## config.mk

```make
export PLATFORM = sky130hd
export DESIGN_NAME = scanline_polygon_span_fill
export DESIGN_NICKNAME = d
export VERILOG_FILES = /design/src/rtl/spf_pkg.sv /design/src/rtl/scanline_polygon_span_fill.sv /design/src/rtl/spf_front.sv /design/src/rtl/spf_divider.sv /design/src/rtl/spf_back.sv
export SDC_FILE = /design/constraint.sdc
export NUM_CORES = 2
export LEC_CHECK = 0
export ABC_AREA = 1
export BUFFER_PORTS_ARGS = -buffer_cell sky130_fd_sc_hd__buf_4
export CELL_PAD_IN_SITES_DETAIL_PLACEMENT = 1
export CELL_PAD_IN_SITES_GLOBAL_PLACEMENT = 1
export CORE_ASPECT_RATIO = 1.75
export CORE_MARGIN = 2
export CORE_UTILIZATION = 47
export CTS_CLUSTER_DIAMETER = 150
export DETAILED_ROUTE_END_ITERATION = 6
export PLACE_DENSITY = 0.86
export SLEW_MARGIN = 20
export SYNTH_ARGS = -nofsm -noshare
export SYNTH_HDL_FRONTEND = slang
export SYNTH_SLANG_ARGS = --single-unit
```

## constraint.sdc

```tcl
create_clock -name clk -period 13.55 [get_ports clk]
set_clock_uncertainty 0.2 [all_clocks]
set_input_delay 2.0325 -clock clk [delete_from_list [all_inputs] [get_ports clk]]
set_output_delay 2.0325 -clock clk [all_outputs]
set_load 0.1 [all_outputs]
```

## src/rtl/spf_pkg.sv

```systemverilog
// Shared types and constants for the scanline span filler.
package spf_pkg;

    localparam int MaxVertices = 16;
    localparam int CoordBits   = 10;
    localparam int SpanLimit   = 8;
    localparam int VidxBits    = $clog2(MaxVertices);
    localparam int VcntBits    = $clog2(MaxVertices + 1);
    localparam int QueueDepth  = 2;

    typedef logic [CoordBits-1:0] coord_t;

    typedef enum logic [1:0] {
        OP_CLEAR  = 2'd0,
        OP_APPEND = 2'd1,
        OP_FILL   = 2'd2,
        OP_NONE   = 2'd3
    } op_t;

    typedef struct packed {
        coord_t x;
        coord_t y;
    } vertex_t;

    typedef struct packed {
        op_t    op;
        coord_t vx;
        coord_t vy;
        coord_t sy;
    } cmd_t;

    typedef enum logic [2:0] {
        ST_IDLE,
        ST_EDGE,
        ST_MUL,
        ST_DIV,
        ST_SORT,
        ST_EMIT
    } state_t;

endpackage

```

## src/rtl/scanline_polygon_span_fill.sv

```systemverilog
// Top level of the scanline polygon span filler.
// Clear and append are carried out in the back end after the queue.
// A fill walks the edges, sorts the crossings and emits the spans, and skips the walk off the box;
// each sloped edge is worked out by the bit-serial divider.
// One fill is worked at a time; the front queue holds two further words.
// Reset clears the polygon, box, queue and output register.
module scanline_polygon_span_fill (
    input  logic        clk,
    input  logic        rst_n,
    input  logic        s_axis_tvalid,
    output logic        s_axis_tready,
    input  logic [31:0] s_axis_tdata,  // operation, vertex_x, vertex_y, scan_y
    output logic        m_axis_tvalid,
    input  logic        m_axis_tready,
    output logic [31:0] m_axis_tdata,  // span_y, span_x_start, span_x_end
    output logic        m_axis_tuser,  // span_valid
    output logic        m_axis_tlast
);
    import spf_pkg::*;

    cmd_t                 in_cmd, q_cmd;
    logic                 q_valid, q_ready;
    logic [CoordBits-1:0] span_y, span_x_end;
    logic [CoordBits:0]   span_x_start;

    assign in_cmd.op = op_t'(s_axis_tdata[1:0]);
    assign in_cmd.vx = s_axis_tdata[11:2];
    assign in_cmd.vy = s_axis_tdata[21:12];
    assign in_cmd.sy = s_axis_tdata[31:22];

    spf_front u_front (
        .clk      (clk),
        .rst_n    (rst_n),
        .in_valid (s_axis_tvalid),
        .in_ready (s_axis_tready),
        .in_cmd   (in_cmd),
        .q_valid  (q_valid),
        .q_ready  (q_ready),
        .q_cmd    (q_cmd)
    );

    spf_back u_back (
        .clk          (clk),
        .rst_n        (rst_n),
        .q_valid      (q_valid),
        .q_ready      (q_ready),
        .q_cmd        (q_cmd),
        .out_valid    (m_axis_tvalid),
        .out_ready    (m_axis_tready),
        .span_y       (span_y),
        .span_x_start (span_x_start),
        .span_x_end   (span_x_end),
        .span_valid   (m_axis_tuser),
        .last_span    (m_axis_tlast)
    );

    assign m_axis_tdata = {1'b0, span_x_end, span_x_start, span_y};

    a_empty_no_span: assert property (@(posedge clk) disable iff (!rst_n)
        m_axis_tvalid && !m_axis_tuser |-> m_axis_tlast)
        else $error("span-less word without last");
    a_zero_no_span: assert property (@(posedge clk) disable iff (!rst_n)
        m_axis_tvalid && !m_axis_tuser |-> m_axis_tdata[31:10] == '0)
        else $error("span-less word carries coordinates");

endmodule

```

## src/rtl/spf_front.sv

```systemverilog
// Input side: accepts words, filters unknown operations, queues commands.
module spf_front (
    input  logic          clk,
    input  logic          rst_n,
    input  logic          in_valid,
    output logic          in_ready,
    input  spf_pkg::cmd_t in_cmd,
    output logic          q_valid,
    input  logic          q_ready,
    output spf_pkg::cmd_t q_cmd
);
    import spf_pkg::*;

    localparam int PtrBits = $clog2(QueueDepth);

    cmd_t                 mem_reg [QueueDepth];
    logic [PtrBits-1:0]   wr_reg;
    logic [PtrBits-1:0]   rd_reg;
    logic [PtrBits:0]     cnt_reg;
    logic                 push;
    logic                 pop;

    assign in_ready = (cnt_reg != QueueDepth[PtrBits:0]);
    assign push     = in_valid && in_ready && (in_cmd.op != OP_NONE);
    assign pop      = q_valid && q_ready;
    assign q_valid  = (cnt_reg != '0);
    assign q_cmd    = mem_reg[rd_reg];

    always_ff @(posedge clk)
    begin
        if (push)
        begin
            mem_reg[wr_reg] <= in_cmd;
        end
    end

    always_ff @(posedge clk or negedge rst_n)
    begin
        if (!rst_n)
        begin
            wr_reg  <= '0;
            rd_reg  <= '0;
            cnt_reg <= '0;
        end
        else
        begin
            if (push)
            begin
                wr_reg <= wr_reg + 1'b1;
            end
            if (pop)
            begin
                rd_reg <= rd_reg + 1'b1;
            end
            cnt_reg <= cnt_reg + {{PtrBits{1'b0}}, push} - {{PtrBits{1'b0}}, pop};
        end
    end

endmodule

```

## src/rtl/spf_divider.sv

```systemverilog
// Restoring divider, one quotient bit per cycle.
module spf_divider (
    input  logic                        clk,
    input  logic                        rst_n,
    input  logic                        start,
    input  logic [2*spf_pkg::CoordBits:0] num,
    input  logic [spf_pkg::CoordBits-1:0] den,
    output logic                        done,
    output logic [spf_pkg::CoordBits-1:0] quo
);
    import spf_pkg::*;

    localparam int NumBits = 2 * CoordBits + 1;
    localparam int CntBits = $clog2(NumBits + 1);

    logic [NumBits-1:0]   q_reg;
    logic [CoordBits:0]   r_reg;
    logic [CoordBits-1:0] d_reg;
    logic [CntBits-1:0]   cnt_reg;
    logic                 busy_reg;
    logic [CoordBits+1:0] trial;

    assign trial = {r_reg, q_reg[NumBits-1]} - {2'b0, d_reg};
    assign done  = busy_reg && (cnt_reg == '0);
    assign quo   = q_reg[CoordBits-1:0];

    always_ff @(posedge clk or negedge rst_n)
    begin
        if (!rst_n)
        begin
            busy_reg <= 1'b0;
            cnt_reg  <= '0;
            q_reg    <= '0;
            r_reg    <= '0;
            d_reg    <= '0;
        end
        else if (start)
        begin
            busy_reg <= 1'b1;
            cnt_reg  <= NumBits[CntBits-1:0];
            q_reg    <= num;
            r_reg    <= '0;
            d_reg    <= den;
        end
        else if (busy_reg)
        begin
            if (cnt_reg == '0)
            begin
                busy_reg <= 1'b0;
            end
            else
            begin
                cnt_reg <= cnt_reg - 1'b1;
                if (!trial[CoordBits+1])
                begin
                    r_reg <= trial[CoordBits:0];
                    q_reg <= {q_reg[NumBits-2:0], 1'b1};
                end
                else
                begin
                    r_reg <= {r_reg[CoordBits-1:0], q_reg[NumBits-1]};
                    q_reg <= {q_reg[NumBits-2:0], 1'b0};
                end
            end
        end
    end

endmodule

```

## src/rtl/spf_back.sv

```systemverilog
// Execution side: vertex store, edge walk, crossing sort and span output.
module spf_back (
    input  logic          clk,
    input  logic          rst_n,
    input  logic          q_valid,
    output logic          q_ready,
    input  spf_pkg::cmd_t q_cmd,
    output logic          out_valid,
    input  logic          out_ready,
    output logic [spf_pkg::CoordBits-1:0] span_y,
    output logic [spf_pkg::CoordBits:0]   span_x_start,
    output logic [spf_pkg::CoordBits-1:0] span_x_end,
    output logic          span_valid,
    output logic          last_span
);
    import spf_pkg::*;

    localparam int SpanBits = $clog2(SpanLimit + 1);

    vertex_t              vmem [MaxVertices];
    logic [VcntBits-1:0]  vcnt_reg;
    coord_t               bl_reg, br_reg, blo_reg, bhi_reg;
    coord_t               xs_reg [MaxVertices];
    logic [VcntBits-1:0]  k_reg, k_next;
    logic [VcntBits-1:0]  e_reg, e_next;
    logic [VcntBits-1:0]  s_reg, s_next;
    logic [SpanBits-1:0]  p_reg, p_next;
    logic [SpanBits-1:0]  np_reg, np_next;
    logic                 sphase_reg, sphase_next;
    coord_t               sy_reg;
    state_t               st_reg, st_next;
    vertex_t              va, vb;
    logic [VidxBits-1:0]  nidx;
    coord_t               lo, hi, den;
    logic                 in_span;
    logic [2*CoordBits:0] num;
    logic                 div_start, div_done;
    coord_t               quo;
    logic                 direct;
    coord_t               dx;
    logic                 push_x;
    coord_t               push_v;
    logic                 ov_reg;
    logic [CoordBits-1:0] oy_reg, oe_reg;
    logic [CoordBits:0]   os_reg;
    logic                 osv_reg, ol_reg;
    logic                 emit;

    assign va   = vmem[e_reg[VidxBits-1:0]];
    assign nidx = (e_reg + 1'b1 < vcnt_reg) ? VidxBits'(e_reg + 1'b1) : '0;
    assign vb   = vmem[nidx];
    assign lo   = (va.y < vb.y) ? va.y : vb.y;
    assign hi   = (va.y < vb.y) ? vb.y : va.y;
    assign in_span = (sy_reg >= lo) && (sy_reg <= hi);
    assign direct  = (va.x == vb.x) || (va.y == vb.y);
    assign dx      = (va.x < vb.x) ? va.x : vb.x;

    // exact x = (x1*(y2-y) + x2*(y-y1)) / (y2-y1) with y1 < y2 oriented
    logic [2*CoordBits-1:0] ta, tb;
    vertex_t                lv, hv;
    coord_t                 dyh, dyl;
    assign lv  = (va.y < vb.y) ? va : vb;
    assign hv  = (va.y < vb.y) ? vb : va;
    assign den = hv.y - lv.y;
    assign dyh = hv.y - sy_reg;
    assign dyl = sy_reg - lv.y;

    logic [CoordBits-1:0] den_reg;
    always_ff @(posedge clk)
    begin
        ta      <= {{CoordBits{1'b0}}, lv.x} * {{CoordBits{1'b0}}, dyh};
        tb      <= {{CoordBits{1'b0}}, hv.x} * {{CoordBits{1'b0}}, dyl};
        den_reg <= den;
    end
    assign num = {1'b0, ta} + {1'b0, tb};

    spf_divider u_div (
        .clk   (clk),
        .rst_n (rst_n),
        .start (div_start),
        .num   (num),
        .den   (den_reg),
        .done  (div_done),
        .quo   (quo)
    );

    assign q_ready = (st_reg == ST_IDLE);
    assign emit    = !ov_reg || out_ready;

    logic [VcntBits-1:0] np_full;
    assign np_full = {1'b0, k_reg[VcntBits-1:1]};

    always_comb
    begin
        st_next     = st_reg;
        k_next      = k_reg;
        e_next      = e_reg;
        s_next      = s_reg;
        p_next      = p_reg;
        np_next     = np_reg;
        sphase_next = sphase_reg;
        div_start   = 1'b0;
        push_x      = 1'b0;
        push_v      = dx;
        case (st_reg)
            ST_IDLE:
            begin
                if (q_valid && q_cmd.op == OP_FILL)
                begin
                    k_next = '0;
                    e_next = '0;
                    if (q_cmd.sy > blo_reg && q_cmd.sy < bhi_reg && vcnt_reg != '0)
                    begin
                        st_next = ST_EDGE;
                    end
                    else
                    begin
                        st_next = ST_SORT;
                        s_next  = '0;
                    end
                end
            end
            ST_EDGE:
            begin
                if (e_reg >= vcnt_reg)
                begin
                    st_next     = ST_SORT;
                    s_next      = '0;
                    sphase_next = 1'b0;
                end
                else if (!in_span)
                begin
                    e_next = e_reg + 1'b1;
                end
                else if (direct)
                begin
                    push_x = 1'b1;
                    e_next = e_reg + 1'b1;
                end
                else
                begin
                    st_next = ST_MUL;
                end
            end
            ST_MUL:
            begin
                st_next   = ST_DIV;
                div_start = 1'b1;
            end
            ST_DIV:
            begin
                if (div_done)
                begin
                    push_x  = 1'b1;
                    push_v  = quo;
                    e_next  = e_reg + 1'b1;
                    st_next = ST_EDGE;
                end
            end
            ST_SORT:
            begin
                // odd-even transposition, k passes
                if (s_reg >= k_reg)
                begin
                    st_next = ST_EMIT;
                    p_next  = '0;
                    np_next = (np_full > VcntBits'(SpanLimit)) ? SpanBits'(SpanLimit)
                            : SpanBits'(np_full);
                end
                else
                begin
                    s_next      = s_reg + 1'b1;
                    sphase_next = ~sphase_reg;
                end
            end
            ST_EMIT:
            begin
                if (emit)
                begin
                    p_next = p_reg + 1'b1;
                    if (np_reg == '0 || p_reg + 1'b1 == np_reg)
                    begin
                        st_next = ST_IDLE;
                    end
                end
            end
            default:
            begin
                st_next = ST_IDLE;
            end
        endcase
    end

    always_ff @(posedge clk)
    begin
        if (st_reg == ST_IDLE && q_valid && q_cmd.op == OP_APPEND
            && vcnt_reg < VcntBits'(MaxVertices))
        begin
            vmem[vcnt_reg[VidxBits-1:0]] <= '{x: q_cmd.vx, y: q_cmd.vy};
        end
        if (push_x)
        begin
            xs_reg[k_reg[VidxBits-1:0]] <= push_v;
        end
        if (st_reg == ST_SORT && s_reg < k_reg)
        begin
            for (int i = 0; i < MaxVertices - 1; i++)
            begin
                if ((i % 2 == 0) == !sphase_reg && VcntBits'(i + 1) < k_reg
                    && xs_reg[i] > xs_reg[i+1])
                begin
                    xs_reg[i]   <= xs_reg[i+1];
                    xs_reg[i+1] <= xs_reg[i];
                end
            end
        end
        if (q_ready && q_valid)
        begin
            sy_reg <= q_cmd.sy;
        end
    end

    always_ff @(posedge clk or negedge rst_n)
    begin
        if (!rst_n)
        begin
            st_reg     <= ST_IDLE;
            vcnt_reg   <= '0;
            bl_reg     <= '0;
            br_reg     <= '0;
            blo_reg    <= '0;
            bhi_reg    <= '0;
            k_reg      <= '0;
            e_reg      <= '0;
            s_reg      <= '0;
            p_reg      <= '0;
            np_reg     <= '0;
            sphase_reg <= 1'b0;
            ov_reg     <= 1'b0;
            oy_reg     <= '0;
            os_reg     <= '0;
            oe_reg     <= '0;
            osv_reg    <= 1'b0;
            ol_reg     <= 1'b0;
        end
        else
        begin
            st_reg     <= st_next;
            e_reg      <= e_next;
            s_reg      <= s_next;
            p_reg      <= p_next;
            np_reg     <= np_next;
            sphase_reg <= sphase_next;
            k_reg      <= push_x ? k_reg + 1'b1 : k_next;
            if (st_reg == ST_IDLE && q_valid)
            begin
                if (q_cmd.op == OP_CLEAR)
                begin
                    vcnt_reg <= '0;
                    bl_reg   <= '0;
                    br_reg   <= '0;
                    blo_reg  <= '0;
                    bhi_reg  <= '0;
                end
                else if (q_cmd.op == OP_APPEND && vcnt_reg < VcntBits'(MaxVertices))
                begin
                    vcnt_reg <= vcnt_reg + 1'b1;
                    if (vcnt_reg == '0)
                    begin
                        bl_reg  <= q_cmd.vx;
                        br_reg  <= q_cmd.vx;
                        blo_reg <= q_cmd.vy;
                        bhi_reg <= q_cmd.vy;
                    end
                    else
                    begin
                        if (q_cmd.vx < bl_reg)  bl_reg  <= q_cmd.vx;
                        if (q_cmd.vx > br_reg)  br_reg  <= q_cmd.vx;
                        if (q_cmd.vy < blo_reg) blo_reg <= q_cmd.vy;
                        if (q_cmd.vy > bhi_reg) bhi_reg <= q_cmd.vy;
                    end
                end
            end
            if (st_reg == ST_EMIT && emit)
            begin
                ov_reg <= 1'b1;
                oy_reg <= sy_reg;
                if (np_reg == '0)
                begin
                    os_reg  <= '0;
                    oe_reg  <= '0;
                    osv_reg <= 1'b0;
                    ol_reg  <= 1'b1;
                end
                else
                begin
                    os_reg  <= {1'b0, xs_reg[{p_reg[SpanBits-2:0], 1'b0}]} + 1'b1;
                    oe_reg  <= xs_reg[{p_reg[SpanBits-2:0], 1'b1}];
                    osv_reg <= 1'b1;
                    ol_reg  <= (p_reg + 1'b1 == np_reg);
                end
            end
            else if (out_ready)
            begin
                ov_reg <= 1'b0;
            end
        end
    end

    assign out_valid    = ov_reg;
    assign span_y       = oy_reg;
    assign span_x_start = os_reg;
    assign span_x_end   = oe_reg;
    assign span_valid   = osv_reg;
    assign last_span    = ol_reg;

endmodule

```

---- Word-level counts from Yosys, hierarchy flattened ----
Memory sizes are Yosys's and may differ from the RTL's.
Index checks and enable logic that the tools add are counted.
operators by class
  $add $sub $neg .......................... 16
  multipliers ............................. 2
  order comparisons ....................... 44
  equality and inequality tests ........... 25
  mux-type cells .......................... 142
  bitwise logic cells ..................... 15
  reduce and logical (&&, ||, !) cells .... 78
operators by type and width
  kind                                                                  count
  10-bit two-way mux                                                    29
  10-bit greater-than comparator                                        17
  5-bit two-way mux                                                     16
  1-bit two-way mux                                                     67
  21-bit two-way mux                                                    3
  11-bit two-way mux                                                    5
  1-bit logical AND                                                     43
  10-bit < comparator                                                   4
  4-bit by 5-bit < comparator with 1-bit output (first input constant)  8
  10-bit by 10-bit multiplier with 20-bit output                        2
  20-bit two-way mux                                                    2
  5-bit case mux with 3 select lines                                    2
  10-bit subtractor                                                     3
  3-bit two-way mux                                                     9
  20-bit by 20-bit adder with 21-bit output                             1
  5-bit by 1-bit adder with 5-bit output (second input constant)        4
  10-bit == test                                                        2
  3-bit by 5-bit < comparator with 1-bit output (first input constant)  4
  4-bit two-way mux                                                     5
  3-bit case mux with 6 select lines                                    1
  2-bit nonzero test                                                    8
  2-bit by 1-bit != test with 1-bit output (second input constant)      7
  1-bit OR                                                              14
  3-bit AND reduction                                                   4
  39 further kinds                                                      62
storage, ports and cells
  bits in registers ....................... 198
  bits in writable memories ............... 544
  output and inout port bits .............. 36
  word-level logic and storage cells ...... 353
  memories ................................ 3
memory list
  memory           words  width  read ports  clocked after Yosys merged registers in  wr ports  line             text
  u_back.vmem      16     20     2           0                                        1         spf_back.sv:20   vertex_t vmem [MaxVertices];
  u_back.xs_reg    16     10     18          0                                        16        spf_back.sv:23   coord_t xs_reg [MaxVertices];
  u_front.mem_reg  2      32     1           0                                        1         spf_front.sv:16  cmd_t mem_reg [QueueDepth];

---- Depth between registers and ports, before layout ----
An unclocked memory read counts as a cell.
  word-level depth ........................ 14
  mapped depth ............................ 70
  depth with buffers taken out ............ 64

---- Cells and area by module ----
A second synthesis with hierarchy kept.
unflattened totals
  cell total of the unflattened synthesis .. 5852
  area total of the unflattened synthesis .. 50328.3 um^2
by module, submodules not included
  module                      times used  cells an instance  area each (um^2)
  spf_back                    1           5269               44843.0
  spf_divider                 1           379                2877.8
  spf_front                   1           202                2596.2
  scanline_polygon_span_fill  1           2                  11.3

---- Worst setup path after synthesis ----
Ideal clock, no wire load.
  kind .................................... reg2reg
  start ................................... register u_back.e_reg[2]
  end ..................................... register u_back.ta[16]
  library setup time ...................... 0.072 ns
  data arrival time ....................... 10.396 ns
  required time ........................... 13.278 ns
  path slack .............................. 2.882 ns
  stages on the path, launching flop included .. 58
  path buffers ............................ 8
  clock period less this slack ............ 10.668 ns
  cells stage by stage .................... dfrtp_1 buf_4 clkbuf_1 buf_1 nand3_1 xor2_1 inv_1 ha_1 nand2_2 inv_2 a21oi_4 buf_6 nand3_1 inv_1 buf_4 buf_4 clkbuf_1 a221oi_1 [... 22 more ...] fa_1 fa_1 inv_1 fa_1 inv_1 fa_1 inv_1 fa_1 ha_1 inv_1 o21bai_1 a21oi_1 o21bai_1 nand2_1 nand2_1 a21oi_1 o21ai_0 xor2_1
between the ends
  word-level cells in the longest chain between the ends .. 8
  elaborated cells on any way between the ends .. 9
RTL lines
  element                                           line                            text
  start: declaration                                spf_back.sv:25                  logic [VcntBits-1:0] e_reg, e_next;
  start signal: assignment                          spf_back.sv:249                 e_reg <= e_next;
  5-bit by 1-bit adder with 5-bit output            spf_back.sv:50                  assign nidx = (e_reg + 1'b1 < vcnt_reg) ? VidxBits'(e_reg + 1'b1) : '0;
  5-bit < comparator                                spf_back.sv:50
  4-bit two-way mux                                 spf_back.sv:50
  memory 16 x 20 bit *                              n/a
  10-bit < comparator                               spf_back.sv:62, spf_back.sv:63
  20-bit two-way mux                                spf_back.sv:63                  assign hv = (va.y < vb.y) ? vb : va;
  10-bit subtractor                                 spf_back.sv:65                  assign dyh = hv.y - sy_reg;
  10-bit by 10-bit multiplier with 20-bit output *  spf_back.sv:71                  ta <= {{CoordBits{1'b0}}, lv.x} * {{CoordBits{1'b0}}, dyh};
  end signal: assignment                            spf_back.sv:71
  end: declaration                                  spf_back.sv:59                  logic [2*CoordBits-1:0] ta, tb;
Mark *: on every way between the ends. The rest lies on a longest branch, timed or not.
A chain may end at the register's enable or synchronous reset.

---- Final worst setup path ----
  start ................................... register u_back.e_reg[0]
  end ..................................... register u_back.ta[18]
The elaborated chain is that of the path after synthesis.

==> qor.yml <==
tns_ns: 0
critical-path-slowest-cell: "dfrtp_4"
setup_viol: 0
holdPathEnd: "u_back.u_div.d_reg[0]"
yosys_warnings: 0
holdBufCountCts: 0
rows: 158
hold_path.startpoint: "u_back.den_reg[0]"
gp_congestion: 0.9998
io_pins: 72
crit_path_start_kind: "flip-flop"
drt_iter0_markers: 3230
clkSinkCount: 742
die-area_sq_um: 108800
syn_inst: 5725
yosys.area.top_type: "edfxtp_1"
first_pass_iters: 6
grt.overflow.total: 0
slew_viol_final: 0
fmaxAchievable_ghz: 0.07928
synth_top_area_share: 0.3338
nFillCells: 12465
totalWireLength_mm: 190.4
die_w_microns: 250.2
cp_data_required_time_ns: 13.88
initial_core_util: 0.4722
crit_type: "flip-flop to flip-flop"
cpMostUsedCell: "inv_1"
max_slew.worst_pin.slew_ns: 1.165
netlist_top_cells_area: "edfxtp_1 (33%), ha_1 (10%), nand2_1 (8.7%), dfrtp_1 (6.9%), inv_1 (5.7%)"
regArea_sq_um: 21100
port_buffers: 70
drt-vias-per-instance: 6.226
outcome: "complete, no violations"
synth_cell_types: 70
grt_start_max_net_pins: 87
dpl.hpwl_mm: 139.1
synth_top_flop_cell: "edfxtp_1"
drive_gt1_frac: 0.06243
clockBufferDepth: 3
grt_usage: 0.3468
cts_made_buffers: 74
r2r.worst_path.cells: 50
cts_htree_levels: 3
hold_depth: 2
cts_root_buf: "clkbuf_16"
diodes: 0
insertion_delay_ns: 0.72
cts_tree: "yes"
synth_edf_count: 554
syn_area_sq_um: 49840
cp.arrival_ns: 12.94
largest_reg_flops: 320
final_cell_area_sq_um: 54080
hold_class: "flip-flop to flip-flop"
relSlewSlack: 0.2232
ant_nets: 0
hold_viol_final: 0
core_area_sq_um: 105600
synthArstFlopShare: 0.1860
synthesis.nets: 6295
cp_max_fo: 63
placed_area_sq_um: 51590
synth-seq-cells: 742
cts.clk_slew.worst_paths_ns: 0.07
drc: 0
end_kind: "flip-flop"
avgRoutedWirePerCell_microns: 26.77
cap_violations: 0
syn_avg_cell_area_sq_um: 8.706
r2r-start: "u_back.e_reg[0]"
vias: 44265
period_share: 0.9309
slowest_delay_ns: 0.70
grt_pass1_vias: 48013
die_y_microns: 434.8
synth-seq-area-share: 0.4231
grt_pass1_wl_mm: 284.3
fin_crit_ns: 12.61
area_delta_synth_final_pct: 8.490
grt_antenna_before_repair: 1
r2r_setup_slack_ns: 0.94
rsz0062_at_grt: "no"
r2r_end: "u_back.ta[18]"
multi_input_area_sq_um: 24740
final_nets: 6261
## worst max path at each step
stage	startpoint	endpoint	cells after the start
after floorplan	u_back.e_reg[2]	u_back.ta[16]	57
after global placement	u_back.e_reg[0]	u_back.tb[18]	54
after detailed placement	u_back.e_reg[0]	u_back.ta[16]	54
after CTS	u_back.e_reg[0]	u_back.ta[16]	53
after global routing	u_back.e_reg[0]	u_back.ta[18]	52
final	u_back.e_reg[0]	u_back.ta[18]	50
## cells in the final DEF (no fill, tap or decap), types with 14 or more instances in the layout
| cell | Yosys | routed |
|---|---|---|
| inv_1 | 755 | 750 |
| xnor2_1 | 22 | 22 |
| dfxtp_1 | 50 | 50 |
| nand3_1 | 327 | 325 |
| nor2_2 | 2 | 17 |
| a21oi_1 | 432 | 432 |
| dfrtp_1 | 138 | 134 |
| buf_4 | 26 | 150 |
| xor2_1 | 55 | 55 |
| o21ai_1 | 34 | 33 |
| clkbuf_16 | 0 | 76 |
| clkinv_1 | 7 | 14 |
| o311ai_0 | 21 | 21 |
| ha_1 | 407 | 407 |
| a32o_1 | 18 | 18 |
| nand4_1 | 54 | 54 |
| nand2_1 | 1149 | 1149 |
| edfxtp_1 | 554 | 554 |
| fa_1 | 127 | 127 |
| clkinv_2 | 0 | 21 |
| o21ai_0 | 531 | 531 |
| a221oi_1 | 19 | 19 |
| a31oi_1 | 32 | 31 |
| nor2_1 | 335 | 316 |
| nor3_1 | 22 | 21 |
| o211ai_1 | 91 | 91 |
| o221ai_1 | 96 | 96 |
## timing repair
action / in CTS / in global routing
hold endpoints to repair: 0 / 0
setup buffers: 0 / 1
endpoints found under the setup margin: 0 / 5
resized for setup: 0 / 1
## cells by family (layout without fill, tap and decap cells)
| group | count (synthesis) | in the layout | share of synthesized area |
|---|---|---|---|
| and+or+nand+nor | 1945 | 1945 | 0.1624 |
| xor gates and xnor gates | 79 | 79 | 0.01418 |
| other | 1 | 1 | 0.00007523 |
| adders and majority gates | 534 | 534 | 0.1532 |
| DFF | 742 | 742 | 0.4231 |
| muxes | 9 | 9 | 0.001858 |
| buffers and inverters | 1037 | 1062 | 0.08299 |
| AOI/OAI and AO/OA | 1378 | 1378 | 0.1622 |
## area by class of cell
class | instances | share of cell area
clock buffer | 94 | 0.03778
clock inverter | 41 | 0.006294
inverter | 772 | 0.05380
multi-input combinational | 3946 | 0.4576
sequential | 742 | 0.3902
tap | 1360 | 0.03147
timing repair buffer | 155 | 0.02293
## worst max-delay path: cells and delay by family (launching register included)
kind / cells / cell delay [ns]
AOI/OAI and AO/OA: 12 / 2.34
and+or+nand+nor: 13 / 1.36
adders and majority gates: 10 / 4.27
buffers and inverters: 12 / 2.65
DFF: 1 / 0.70
xor gates and xnor gates: 3 / 0.85
## stage by stage
step / std cells / util / hold slack, ns / setup WS, ns
after floorplan: 5725 / - / 0.2095 / 2.882
after global placement: 6972 / 0.4887 / 0.2277 / 1.213
after detailed placement: 6972 / 0.4887 / 0.2293 / 0.8118
after CTS: 7107 / 0.5113 / 0.2399 / 0.7621
after global routing: 7110 / 0.5122 / 0.2621 / 0.1649
final: 7110 / 0.5122 / 0.2436 / 0.9359
## per-layer routing
metal,global-route usage,share of wire,vias up
met2,0.6190,0.51,1873
met3,0.06997,0.061,969
met1,0.3220,0.32,21816
met4,0.3430,0.12,2
met5,0,0.000095,-
li1,-,-,19605
## Yosys cell counts (5+ instances only)
cell	number
o2111ai_1	13
nand3_1	327
o221ai_1	96
a32o_1	18
ha_1	407
a21oi_1	432
o311ai_0	21
or2_2	5
nor2_1	335
clkinv_1	7
o21ai_0	531
buf_6	9
o22ai_1	10
nand3b_1	6
nand2_1	1149
clkbuf_1	142
nor4_1	11
mux2i_1	7
o21bai_1	13
a221oi_1	19
a21o_1	5
dfrtp_1	138
buf_2	63
xnor2_1	22
a211oi_1	14
buf_4	26
o211ai_1	91
nand2_2	8
o21a_1	13
nand3_2	7
nand4_1	54
inv_2	10
o21ai_1	34
nor3_1	22
a31oi_1	32
dfxtp_1	50
inv_1	755
buf_1	25
xor2_1	55
o21ai_2	5
edfxtp_1	554
fa_1	127
Power is left out: the tool's default activity adds up to more than one toggle a clock period on the data nets, which glitch-free logic cannot reach.
